===== src/mdsd_pkg.sv =====
// shared constants and codes for the multichannel debounce and stuck detect block
package mdsd_pkg;

  localparam int unsigned NUM_CHANNELS_DEF = 8;

  localparam int unsigned REQ_W      = 2;
  localparam int unsigned PIN_W      = 8;
  localparam int unsigned CH_W       = 3;
  localparam int unsigned CODE_W     = 2;
  localparam int unsigned THR_W      = 7;
  localparam int unsigned LIM_W      = 16;
  localparam int unsigned CFG_IDX_W  = 1;
  localparam int unsigned CFG_DATA_W = 16;

  localparam logic [THR_W-1:0] THR_RESET = 7'd5;
  localparam logic [LIM_W-1:0] LIM_RESET = 16'd1000;

  localparam logic [CFG_IDX_W-1:0] CFG_THRESHOLD   = 1'b0;
  localparam logic [CFG_IDX_W-1:0] CFG_STUCK_LIMIT = 1'b1;

  localparam logic [REQ_W-1:0] REQ_TICK   = 2'd0;
  localparam logic [REQ_W-1:0] REQ_TRANS  = 2'd1;
  localparam logic [REQ_W-1:0] REQ_STATUS = 2'd2;

  localparam logic KIND_TRANS  = 1'b0;
  localparam logic KIND_STATUS = 1'b1;

  localparam logic [CODE_W-1:0] TCODE_NONE    = 2'd0;
  localparam logic [CODE_W-1:0] TCODE_RELEASE = 2'd1;
  localparam logic [CODE_W-1:0] TCODE_PRESS   = 2'd2;

  localparam logic [CODE_W-1:0] SCODE_RELEASED = 2'd0;
  localparam logic [CODE_W-1:0] SCODE_PRESSED  = 2'd1;
  localparam logic [CODE_W-1:0] SCODE_STUCK    = 2'd2;

endpackage


===== src/multichannel_debounce_stuck_detect.sv =====
// A query request gives its answer on out_valid_o after the modify stage register and the
// output queue. A query can be taken back to back with the next while the output queue has
// room; a tick holds the channel memory port for a read-modify-write of each channel in turn,
// and no request is taken until that sweep ends. Answers wait in a two-entry output queue.
// Reset: registers go to their reset values and per-channel valid flops clear at once,
// so every channel reads as released with zero counters; no clearing pass is needed.
module multichannel_debounce_stuck_detect #(
  parameter int unsigned NUM_CHANNELS = mdsd_pkg::NUM_CHANNELS_DEF
) (
  input  logic                            clk_i,
  input  logic                            rst_ni,
  input  logic                            cfg_we_i,
  input  logic [mdsd_pkg::CFG_IDX_W-1:0]  cfg_idx_i,
  input  logic [mdsd_pkg::CFG_DATA_W-1:0] cfg_data_i,
  input  logic                            in_valid_i,
  output logic                            in_ready_o,
  input  logic [mdsd_pkg::REQ_W-1:0]      req_type_i,
  input  logic [mdsd_pkg::PIN_W-1:0]      pin_levels_i,
  input  logic [mdsd_pkg::CH_W-1:0]       channel_i,
  output logic                            out_valid_o,
  input  logic                            out_ready_i,
  output logic                            resp_kind_o,
  output logic [mdsd_pkg::CODE_W-1:0]     transition_code_o,
  output logic [mdsd_pkg::CODE_W-1:0]     status_code_o
);

  localparam int unsigned CW    = (NUM_CHANNELS > 1) ? $clog2(NUM_CHANNELS) : 1;
  localparam int unsigned RES_W = 1 + 2 * mdsd_pkg::CODE_W;

  typedef struct packed {
    logic                       cand;
    logic                       level;
    logic                       rel_ev;
    logic                       prs_ev;
    logic                       stuck;
    logic [mdsd_pkg::THR_W-1:0] settle;
    logic [mdsd_pkg::LIM_W-1:0] cdown;
  } entry_t;

  // configuration
  logic [mdsd_pkg::THR_W-1:0] thr_q;
  logic [mdsd_pkg::LIM_W-1:0] lim_q;

  always_ff @(posedge clk_i or negedge rst_ni) begin
    if (!rst_ni) begin
      thr_q <= mdsd_pkg::THR_RESET;
      lim_q <= mdsd_pkg::LIM_RESET;
    end else if (cfg_we_i) begin
      case (cfg_idx_i)
        mdsd_pkg::CFG_THRESHOLD:   thr_q <= cfg_data_i[mdsd_pkg::THR_W-1:0];
        mdsd_pkg::CFG_STUCK_LIMIT: lim_q <= cfg_data_i[mdsd_pkg::LIM_W-1:0];
        default: ;
      endcase
    end
  end

  // tick sweep
  logic                       sweep_q, sweep_d;
  logic [CW-1:0]              cnt_q, cnt_d;
  logic [mdsd_pkg::PIN_W-1:0] pins_q;

  // issue stage
  logic                       in_acc;
  logic                       iss_valid;
  logic [mdsd_pkg::REQ_W-1:0] iss_op;
  logic [CW-1:0]              iss_addr;
  logic                       iss_pressed;
  logic                       iss_inrange;
  logic                       room;

  // modify stage
  logic                       s1_valid_q;
  logic [mdsd_pkg::REQ_W-1:0] s1_op_q;
  logic [CW-1:0]              s1_addr_q;
  logic                       s1_pressed_q;
  logic                       s1_inrange_q;
  entry_t                     rd_q;
  logic                       rd_vld_q;
  logic                       byp_q;
  entry_t                     byp_data_q;
  entry_t                     cur;
  entry_t                     nxt;
  logic                       wr_en;
  logic                       push;
  logic [RES_W-1:0]           push_data;

  entry_t                     mem [NUM_CHANNELS];
  logic [NUM_CHANNELS-1:0]    vld_q;

  // output queue
  logic [RES_W-1:0]           oq_q [2];
  logic                       wptr_q, rptr_q;
  logic [1:0]                 ocnt_q;
  logic                       pop;
  logic [2:0]                 ahead;

  assign pop   = out_valid_o && out_ready_i;
  assign ahead = 3'(ocnt_q) + 3'(push) - 3'(pop);
  assign room  = (ahead <= 3'd1);

  assign in_ready_o = !sweep_q && room;
  assign in_acc     = in_valid_i && in_ready_o;

  always_comb begin
    iss_valid   = 1'b0;
    iss_op      = req_type_i;
    iss_addr    = '0;
    iss_pressed = !pin_levels_i[0];
    iss_inrange = 1'b1;
    if (sweep_q) begin
      iss_valid   = 1'b1;
      iss_op      = mdsd_pkg::REQ_TICK;
      iss_addr    = cnt_q;
      iss_pressed = (32'(cnt_q) < 32'd8) ? !pins_q[3'(cnt_q)] : 1'b0;
    end else if (in_acc) begin
      case (req_type_i)
        mdsd_pkg::REQ_TICK: begin
          iss_valid = 1'b1;
        end
        mdsd_pkg::REQ_TRANS, mdsd_pkg::REQ_STATUS: begin
          iss_valid   = 1'b1;
          iss_addr    = CW'(channel_i);
          iss_inrange = (32'(channel_i) < NUM_CHANNELS);
        end
        default: iss_valid = 1'b0;
      endcase
    end
  end

  always_comb begin
    sweep_d = sweep_q;
    cnt_d   = cnt_q;
    if (sweep_q) begin
      if (cnt_q == CW'(NUM_CHANNELS - 1)) begin
        sweep_d = 1'b0;
      end else begin
        cnt_d = cnt_q + 1'b1;
      end
    end else if (in_acc && req_type_i == mdsd_pkg::REQ_TICK && NUM_CHANNELS > 1) begin
      sweep_d = 1'b1;
      cnt_d   = CW'(1);
    end
  end

  always_ff @(posedge clk_i or negedge rst_ni) begin
    if (!rst_ni) begin
      sweep_q <= 1'b0;
      cnt_q   <= '0;
    end else begin
      sweep_q <= sweep_d;
      cnt_q   <= cnt_d;
    end
  end

  always_ff @(posedge clk_i) begin
    if (in_acc && req_type_i == mdsd_pkg::REQ_TICK) begin
      pins_q <= pin_levels_i;
    end
  end

  // channel memory, registered read
  always_ff @(posedge clk_i) begin
    rd_q <= mem[iss_addr];
    if (wr_en) begin
      mem[s1_addr_q] <= nxt;
    end
  end

  always_ff @(posedge clk_i or negedge rst_ni) begin
    if (!rst_ni) begin
      vld_q      <= '0;
      rd_vld_q   <= 1'b0;
      byp_q      <= 1'b0;
      s1_valid_q <= 1'b0;
    end else begin
      rd_vld_q   <= vld_q[iss_addr];
      byp_q      <= wr_en && (iss_addr == s1_addr_q);
      s1_valid_q <= iss_valid;
      if (wr_en) begin
        vld_q[s1_addr_q] <= 1'b1;
      end
    end
  end

  always_ff @(posedge clk_i) begin
    s1_op_q      <= iss_op;
    s1_addr_q    <= iss_addr;
    s1_pressed_q <= iss_pressed;
    s1_inrange_q <= iss_inrange;
    byp_data_q   <= nxt;
  end

  // read-modify-write of one channel entry
  always_comb begin
    logic [mdsd_pkg::THR_W-1:0] settle_inc;
    logic [mdsd_pkg::CODE_W-1:0] tcode;
    logic [mdsd_pkg::CODE_W-1:0] scode;
    cur        = byp_q ? byp_data_q : (rd_vld_q ? rd_q : '0);
    nxt        = cur;
    settle_inc = cur.settle + 1'b1;
    tcode      = mdsd_pkg::TCODE_NONE;
    scode      = mdsd_pkg::SCODE_RELEASED;
    wr_en      = 1'b0;
    push       = 1'b0;
    push_data  = '0;
    if (s1_valid_q) begin
      case (s1_op_q)
        mdsd_pkg::REQ_TICK: begin
          wr_en = 1'b1;
          if (s1_pressed_q == cur.cand) begin
            nxt.settle = settle_inc;
            if (settle_inc >= thr_q) begin
              if (cur.cand && !cur.level) begin
                nxt.level  = 1'b1;
                nxt.prs_ev = 1'b1;
                nxt.rel_ev = 1'b0;
              end else if (!cur.cand && cur.level) begin
                nxt.level  = 1'b0;
                nxt.rel_ev = 1'b1;
                nxt.prs_ev = 1'b0;
              end
              nxt.settle = '0;
            end
          end else begin
            nxt.cand   = s1_pressed_q;
            nxt.settle = '0;
          end
          if (nxt.level) begin
            if (cur.cdown != '0) begin
              nxt.cdown = cur.cdown - 1'b1;
            end else begin
              nxt.stuck = 1'b1;
            end
          end else begin
            nxt.cdown = lim_q;
            nxt.stuck = 1'b0;
          end
        end
        mdsd_pkg::REQ_TRANS: begin
          push  = 1'b1;
          wr_en = s1_inrange_q;
          if (s1_inrange_q) begin
            if (cur.rel_ev) begin
              tcode      = mdsd_pkg::TCODE_RELEASE;
              nxt.rel_ev = 1'b0;
            end else if (cur.prs_ev) begin
              tcode      = mdsd_pkg::TCODE_PRESS;
              nxt.prs_ev = 1'b0;
            end
          end
          push_data = {mdsd_pkg::KIND_TRANS, tcode, mdsd_pkg::SCODE_RELEASED};
        end
        mdsd_pkg::REQ_STATUS: begin
          push = 1'b1;
          if (s1_inrange_q) begin
            if (cur.stuck) begin
              scode = mdsd_pkg::SCODE_STUCK;
            end else if (cur.level) begin
              scode = mdsd_pkg::SCODE_PRESSED;
            end
          end
          push_data = {mdsd_pkg::KIND_STATUS, mdsd_pkg::TCODE_NONE, scode};
        end
        default: ;
      endcase
    end
  end

  // answer queue
  always_ff @(posedge clk_i or negedge rst_ni) begin
    if (!rst_ni) begin
      wptr_q <= 1'b0;
      rptr_q <= 1'b0;
      ocnt_q <= '0;
    end else begin
      if (push) begin
        wptr_q <= !wptr_q;
      end
      if (pop) begin
        rptr_q <= !rptr_q;
      end
      ocnt_q <= ahead[1:0];
    end
  end

  always_ff @(posedge clk_i) begin
    if (push) begin
      oq_q[wptr_q] <= push_data;
    end
  end

  assign out_valid_o = (ocnt_q != 2'd0);
  assign {resp_kind_o, transition_code_o, status_code_o} = oq_q[rptr_q];

endmodule


===== config.mk =====
export PLATFORM = sky130hd
export DESIGN_NAME = multichannel_debounce_stuck_detect
export DESIGN_NICKNAME = d
export VERILOG_FILES = /design/src/mdsd_pkg.sv /design/src/multichannel_debounce_stuck_detect.sv
export SDC_FILE = /design/constraint.sdc
export NUM_CORES = 1
export LEC_CHECK = 0
export BUFFER_PORTS_ARGS = -buffer_cell sky130_fd_sc_hd__buf_2
export CAP_MARGIN = 20
export CORE_MARGIN = 4
export CORE_UTILIZATION = 52
export DETAILED_ROUTE_END_ITERATION = 10
export GPL_ROUTABILITY_DRIVEN = 0
export PLACE_DENSITY = 0.68
export SYNTH_ARGS = -nofsm -noshare
export SYNTH_HDL_FRONTEND = slang
export SYNTH_SLANG_ARGS = --single-unit

===== constraint.sdc =====
create_clock -name clk_i -period 6.7 [get_ports clk_i]
set_input_delay 0.335 -clock clk_i [delete_from_list [all_inputs] [get_ports clk_i]]
set_output_delay 0.335 -clock clk_i [all_outputs]
set_load 0.03 [all_outputs]

==> summary.txt, run 1 <==
STA
  • Worst slew pin tran: about 1.0 ns
  • Final period utilization: 77.4%
  • Hold_ws: 0.0225 ns
  • Final setup vio count: 0
  • Clock skew: 0.0116 ns
  • Relative slew slack: between 30% and 40%
  • Hold Vio Cnt, Final: 0
  • Max-slew violations: 0
  • Tmin final: 5.19 ns
  • RSZ-0062 raised after global routing: no
  • Max frequency: 0.193 GHz
  • Fin Setup TNS: 0 ns

Global route
  • Maximum number of pins on one net before global-route repair: 66
  • Gr ovfl total: 0
  • First-pass GRT wire length: slightly below 50,000 um
  • Initial antenna violation count: 0
  • Global Route Usage Sum: between 20% and 30%
  • Vias in the first global route: 8,304

Die
  • Die H: approximately 170 um
  • Starting Density: 53.2%
  • Row cnt: 59
  • Full die area: 29,600 sq um
  • # IOs: 42
  • Core ar.: 26,300 sq um
  • Die width: 172 um

Place
  • Dpl hpwl: 17,900 um
  • Inst Count DP: 1,428
  • Count of buffers from port buffering: 41
  • Area after DPL: ~15,000 sq um

Setup path
  • Buf+Inv Stages, Crit Path: 2
  • CP Cell Sequence: nor2b_4 > a22oi_1 > inv_1 > ha_1 > nand3_1 > or3_1 > xor2_1 > ha_1 > nand2_1 > o21ai_0 > a211o_1 > mux2_4 > nor2_2 > buf_4 > a21oi_1 > o211ai_1
  • Worst Path Arrival: 5.41 ns
  • Reg2reg setup slack: approximately 1.5 ns
  • Crit path top cell by count: ha_1
  • CP endpoint kind: flip-flop
  • Crit-path leading delay family: simple AND/OR/NAND/NOR gates
  • Worst Setup Path Type: flip-flop to flip-flop
  • Worst-path fanout max: 15
  • CP required: 6.92 ns
  • Worst Reg2Reg Path Length in Cells: 16
  • Slowest Stage Delay on Critical Path: about 0.6 ns
  • Worst setup SP type: flip-flop
  • Slowest CP cell: nor2_2
  • Crit Reg-Reg Startpoint: rd_vld_q$_DFF_PN0_
  • FF-to-FF End: mem[7][3]$_DFFE_PP_

Routing
  • ANT nets after route: 0
  • 1st-iter DRT viols: 619
  • Avg Vias per Cell: 5.85
  • Final wirelength: between 30,000 and 40,000 um
  • DRC errors left: 0
  • Routed WL per cell: 21.1 um
  • DR pass1 iterations: 6
  • DR vias: 8,778

Final layout
  • Antenna diode count: 0
  • Layout cell share with drive strength beyond 1: 14.8%
  • Post-route cell area: roughly 16,000 sq um
  • Final nets: about 1,200
  • Layout area overhead: 13.0%
  • Fin cells: 1,501

Logic synthesis
  • Synth cell types: 68
  • Post-synth EDFFs: roughly 240
  • Ranking of synthesized cells by area: edfxtp_1 (52%), dfxtp_1 (8.9%), dfrtp_1 (6.1%)
  • Area share of the largest cell type after synthesis: 52.0%
  • Synth Register Bits: 346
  • Synth area leader: edfxtp_1
  • Ys Warns: 0
  • Synthesized Nets: around 1,100
  • Seq/Total Area, Yosys: 68.4%
  • Post-synth ARST share: 12.1%
  • Most used DFF post-synth: edfxtp_1
  • Syn Area/Cell: around 13 sq um
  • Post-Syn Area: 14,000 sq um
  • Mapped Cells: roughly 1,100

Min path
  • Type of the tightest min-delay check: input pin to flip-flop
  • Hold depth: 1
  • Hold Startpoint: pin_levels_i[0]
  • Hold worst-path end: pins_q[0]$_DFFE_PP_

CTS
  • H-Tree Level Count: 2
  • CTS Sinks: 346
  • Clock Path Buffers: 3
  • Worst-Skew Late Latency: 0.51 ns
  • Number of buffers inserted during clock tree synthesis: 37
  • Clk slew on worst S/H paths: 0.06 ns
  • Post-CTS setup buffer count: 0
  • CTS root buf: clkbuf_16
  • CTS tree: built

Power and ir drop
  • Leakage Power: 5.90 nW
  • Peak VDD IR: roughly 290 uV
  • Pwr dens: 507 nW/um^2

Status
  • Status: finished, final reports clean

Flow run
  • Max cap viols: 0
## layout by cell type (no fill, tap or decap), types with 24 or more instances in the layout
cell type,instances
o21ai_0,35
clkbuf_16,38
dfrtp_1,34
a21oi_1,24
buf_2,41
nand2_1,220
nand3_1,73
and3_1,34
mux2i_1,36
a32oi_1,29
dfxtp_1,62
edfxtp_1,242
## routing by layer
metal | track usage, % | wire length (um)
met2 | 36.8 | 15600
met4 | 5.71 | 700
met3 | 3.02 | 1450
met5 | 0 | 0
met1 | 29.5 | 13800
## Yosys cell counts (3+ instances only)
| cell | n |
|---|---|
| and3_1 | 34 |
| nand3_1 | 73 |
| o21ai_0 | 36 |
| nand4_1 | 5 |
| clkbuf_1 | 34 |
| dfxtp_1 | 62 |
| o211ai_1 | 5 |
| dfstp_2 | 8 |
| a32oi_1 | 29 |
| nor3b_1 | 4 |
| dfrtp_1 | 34 |
| ha_1 | 18 |
| buf_2 | 15 |
| a22o_1 | 11 |
| o22ai_1 | 8 |
| edfxtp_1 | 242 |
| mux2i_1 | 36 |
| nor2_1 | 19 |
| xnor2_1 | 7 |
| xor2_1 | 5 |
| nand3b_1 | 3 |
| buf_6 | 4 |
| or2_2 | 8 |
| nor2b_1 | 3 |
| nor4_1 | 3 |
| nor3_1 | 11 |
| a21oi_1 | 24 |
| and2_1 | 11 |
| or3_1 | 6 |
| o21a_1 | 5 |
| nand2_1 | 220 |
| a22oi_1 | 19 |
| mux2_2 | 23 |
| inv_1 | 20 |
## cells by family (layout without fill, tap and decap cells)
family / after synthesis / count (layout) / share of synthesized area (%)
compound gates: 155 / 155 / 7.73
xor+xnor: 12 / 12 / 0.752
fa+ha+maj: 19 / 19 / 1.75
buf+inv: 78 / 156 / 2.50
flops: 346 / 346 / 68.4
mux: 62 / 62 / 4.86
simple gates: 416 / 416 / 14.0
## how the worst max path moves through the flow
stage / start / end / slack [ns] / depth (start not counted)
6_report: rd_vld_q$_DFF_PN0_ / mem[7][3]$_DFFE_PP_ / 1.51 / 16
5_1_grt: rd_vld_q$_DFF_PN0_ / mem[2][15]$_DFFE_PP_ / 1.13 / 15
4_1_cts: rd_vld_q$_DFF_PN0_ / mem[1][14]$_DFFE_PP_ / 1.52 / 16
3_5_place_dp: rd_vld_q$_DFF_PN0_ / mem[2][13]$_DFFE_PP_ / 1.59 / 16
3_3_place_gp: rd_vld_q$_DFF_PN0_ / mem[7][15]$_DFFE_PP_ / 1.70 / 15
2_1_floorplan: rd_vld_q$_DFF_PN0_ / mem[0][15]$_DFFE_PP_ / 2.38 / 16
## area by class of cell
type	instances	area, sq um
inverters	21	78.8
clock buffers	53	1030
flip-flops and latches	346	9570
clock inverters	12	131
repair buffers	70	459
well taps	335	419
multi-input cells	664	4120
fillers	2033	10500
## what timing repair did
item                      CTS  global route
hold endpoints to repair   40             0
hold buffers                8             0
gates resized for setup     0             0
## power breakdown
| group | switching (mW) | total [mW] | internal (mW) | leakage [nW] |
|---|---|---|---|---|
| sequential | 0.226 | 3.40 | 3.18 | 3.22 |
| combinational | 1.79 | 2.66 | 0.870 | 2.10 |
| clock | 0.765 | 1.94 | 1.18 | 0.569 |
## registers in the layout (all words and copies together), names as in the netlist, 7 cells and up
name,flops
lim_q,16
thr_q,7
oq_q,10
byp_data_q,28
rd_q,28
mem,224
vld_q,8
pins_q,8
## stage by stage
step / power [mW] / utilization (%) / setup WS, ns
2_1_floorplan: 5.30 / - / 2.38
3_3_place_gp: 6.01 / 55.4 / 1.70
3_5_place_dp: 6.07 / 55.4 / 1.59
4_1_cts: 8.03 / 60.1 / 1.52
5_1_grt: 8.47 / 60.1 / 1.13
6_report: 8.00 / 60.1 / 1.51
No activity file was read; power rests on OpenSTA's default activity.
==> run 2, diff against run 1 <==
clock period = 5 ns   (was 6.7 ns; I/O delays follow)
==> run 2 against run 1 <==
  * Global-route usage shrank 0.46 points
  * Critical path depth is 1 lower
  * Die area stayed put
  * Final area rose by 1.5%
  * Register-to-register slack lost 1.1 ns
  * Non-clock buffer count up 26
  * Setup slack worse by 1.1 ns
  * Clock skew decreased by 0.0017 ns
  * Via count is 1.1% higher
  * Sequential power grew 34%
  * Wire length down 1.7%
  * Critical endpoint is now mem[5][12]$_DFFE_PP_
  * Fmax is 13% higher
==> summary.txt, run 2 (synthesis results as in run 1) <==
Power and ir drop
  • Psw: 3.73 mW (+34%)
  • Switching part of the total: 34.9% (+0.18 points)
  • Total power: 10.7 mW (+34%)
  • Leakage Power: 6.00 nW (+1.8%)
  • Clock Power Share: 23.6% (-0.7 points)
  • Combinational share of power: 33.7% (+0.5 points)
  • Pwr dens: 667 nW/um^2 (+32%)
  • Sequential Power Share: 42.7% (+0.2 points)
  • Internal cell power: 6.97 mW (+33%)
  • Peak VDD IR: 367 uV (+28%)

CTS
  • CTS Sinks: 346 (unchanged)
  • Clock Path Buffers: 3 (unchanged)
  • CTS root buf: clkbuf_16
  • Worst-Skew Late Latency: 0.51 ns (about the same)
  • CTS tree: built
  • H-Tree Level Count: 2 (unchanged)
  • Number of buffers inserted during clock tree synthesis: 36 (-2.7%)
  • Clk slew on worst S/H paths: 0.06 ns (about the same)

Setup path
  • Crit Reg-Reg Startpoint: byp_q$_DFF_PN0_
  • Slowest CP cell: or4b_1
  • Worst setup SP type: flip-flop
  • CP Cell Sequence: nor2b_4 > a22oi_1 > inv_1 > ha_1 > nand3_1 > or3_1 > xor2_1 > ha_1 > nand2_1 > o21ai_0 > a211o_1 > mux2_4 > or2_1 > or4b_1 > o211a_1
  • Buf+Inv Stages, Crit Path: 1 (-1)
  • Crit-path leading delay family: simple AND/OR/NAND/NOR gates
  • Worst-path fanout max: 10 (-5)
  • Worst Reg2Reg Path Length in Cells: 15 (-1)
  • Crit path top cell by count: ha_1
  • Worst Path Arrival: 4.79 ns (-0.62 ns)
  • Slowest Stage Delay on Critical Path: 0.55 ns (-0.04 ns)
  • CP endpoint kind: flip-flop
  • CP required: 5.22 ns (-1.70 ns)
  • Reg2reg setup slack: 0.43 ns (-1.08 ns)
  • Worst Setup Path Type: flip-flop to flip-flop
  • FF-to-FF End: mem[5][12]$_DFFE_PP_

STA
  • Fin Setup TNS: 0 ns (unchanged)
  • Relative slew slack: 38.7% (+7.0 points)
  • RSZ-0062 raised after global routing: no
  • Worst slew pin tran: 0.919 ns (-0.0940 ns)
  • Final setup vio count: 0 (unchanged)
  • Hold Vio Cnt, Final: 0 (unchanged)
  • Clock skew: 0.00993 ns (-0.00167 ns)
  • Max-slew violations: 0 (unchanged)
  • Max frequency: 0.219 GHz (+13%)
  • Tmin final: 4.57 ns (-0.615 ns)
  • Final period utilization: 91.4% (+14 points)
  • Setup ws final: 0.429 ns (-1.08 ns)

Global route
  • Global Route Usage Sum: 21.1% (-0.46 points)
  • Vias in the first global route: 8,535 (+2.8%)
  • Gr ovfl total: 0 (unchanged)
  • Initial antenna violation count: 0 (unchanged)
  • Maximum number of pins on one net before global-route repair: 57 (-14%)
  • First-pass GRT wire length: 48,400 um (-0.55%)

Final layout
  • Antenna diode count: 0 (unchanged)
  • Max reg flops: 224 (unchanged)
  • Area of the multi-input gates: 4120 sq um (unchanged)
  • Filler instances: 2,028 (-0.25%)
  • Layout area overhead: 14.7%
  • Fin cells: 1,528 (+1.8%)
  • Largest registers: mem: 224 flops, byp_data_q: 28 flops, rd_q: 28 flops
  • Most frequent cells in the layout: edfxtp_1 (242), nand2_1 (220), nand3_1 (73)
  • Layout cell share with drive strength beyond 1: 15.5% (+0.76 points)
  • Most common cell after layout, fill and taps aside: edfxtp_1
  • Final nets: 1,219 (+2.1%)
  • Area occupied by registers: 9570 sq um (unchanged)
  • Post-route cell area: 16,000 sq um (+1.5%)
  • Biggest register: mem

Min path
  • Type of the tightest min-delay check: input pin to flip-flop
  • Hold Startpoint: req_type_i[1]
  • Hold worst-path end: s1_op_q[1]$_SDFF_PP0_
  • Hold depth: 3 (+2)

Die
  • Full die area: 29,600 sq um (unchanged)
  • Die width: 172 um (unchanged)
  • # IOs: 42 (unchanged)
  • Row cnt: 59 (unchanged)
  • Core ar.: 26,300 sq um (unchanged)
  • Die H: 172 um (unchanged)
  • Starting Density: 53.2% (unchanged)

Place
  • Dpl hpwl: 18,500 um (+3.4%)
  • Area after DPL: 14,600 sq um (+0.52%)
  • Count of buffers from port buffering: 41 (unchanged)
  • Pre-CTS setup slack: 0.494 ns (-1.10 ns)
  • Inst Count DP: 1,437 (+0.63%)

Routing
  • DR vias: 8,873 (+1.1%)
  • Final wirelength: 31,100 um (-1.7%)
  • DR pass1 iterations: 5 (-1)
  • ANT nets after route: 0 (unchanged)
  • Routed WL per cell: 20.4 um (-3.4%)
  • 1st-iter DRT viols: 711 (+15%)
  • Avg Vias per Cell: 5.81 (-0.70%)
  • DRC errors left: 0 (unchanged)

Flow run
  • Max cap viols: 0 (unchanged)

Status
  • Status: finished, final reports clean
run 2: timing repair:
action | CTS | global route
hold buffers | 23 | 1
gates resized for setup | 0 | 0
endpoints found under the setup margin | 0 | 0
setup buffers | 0 | 0
endpoints found under the hold margin | 56 | 1
run 2: cell type report:
class                      instances  area share, %
sequential                       346           59.7
multi-input combinational        664           25.7
clock buffer                      56           6.72
timing repair buffer              96           4.46
tap                              335           2.61
inverter                          21          0.491
clock inverter                    10          0.374
run 2: worst max-delay path by stage:
stage | startpoint | to | slack [ns] | depth (start not counted)
final | byp_q$_DFF_PN0_ | mem[5][12]$_DFFE_PP_ | 0.43 | 15
after global routing | byp_q$_DFF_PN0_ | mem[6][7]$_DFFE_PP_ | 0.09 | 16
after CTS | byp_q$_DFF_PN0_ | mem[5][12]$_DFFE_PP_ | 0.46 | 15
after detailed placement | byp_q$_DFF_PN0_ | mem[1][12]$_DFFE_PP_ | 0.49 | 15
after global placement | byp_q$_DFF_PN0_ | mem[0][12]$_DFFE_PP_ | 0.57 | 15
after floorplan | rd_vld_q$_DFF_PN0_ | mem[0][15]$_DFFE_PP_ | 0.68 | 16
run 2: stage by stage:
step	utilization, %	hold WS, ns
floorplan	-	-0.0456
global placement	55.6	0.374
detailed placement	55.7	0.376
CTS	60.9	0.000405
global route	61.0	0.0142
finish	61.0	0.0162
run 2: per-layer routing:
layer	vias to the layer above	routed length (um)	GRT usage (%)
li1	4170	-	-
met1	4370	13600	29.5
met2	285	15100	35.5
met3	48	1820	2.95
met4	0	625	5.19
met5	-	0	0
run 2: worst register-to-register path, delay by kind of cell, from the launching register on:
family                   cells  cell delay (ns)
multiplexers                 1             0.36
buffers and inverters        1             0.12
adder cells (fa/ha/maj)      2             0.51
AO/OA/AOI/OAI                4             0.83
XOR/XNOR                     1             0.17
AND/OR/NAND/NOR              6             1.80
flip-flops                   1             0.49
run 2: power groups by stage:
| stage | Combinational, mW | Sequential (mW) | Clock, mW |
|---|---|---|---|
| after floorplan | 2.62 | 4.48 | 0 |
| after global placement | 3.48 | 4.60 | 0 |
| after detailed placement | 3.58 | 4.61 | 0 |
| after CTS | 3.61 | 4.56 | 2.58 |
| after global routing | 4.01 | 4.62 | 2.70 |
| final | 3.61 | 4.56 | 2.53 |
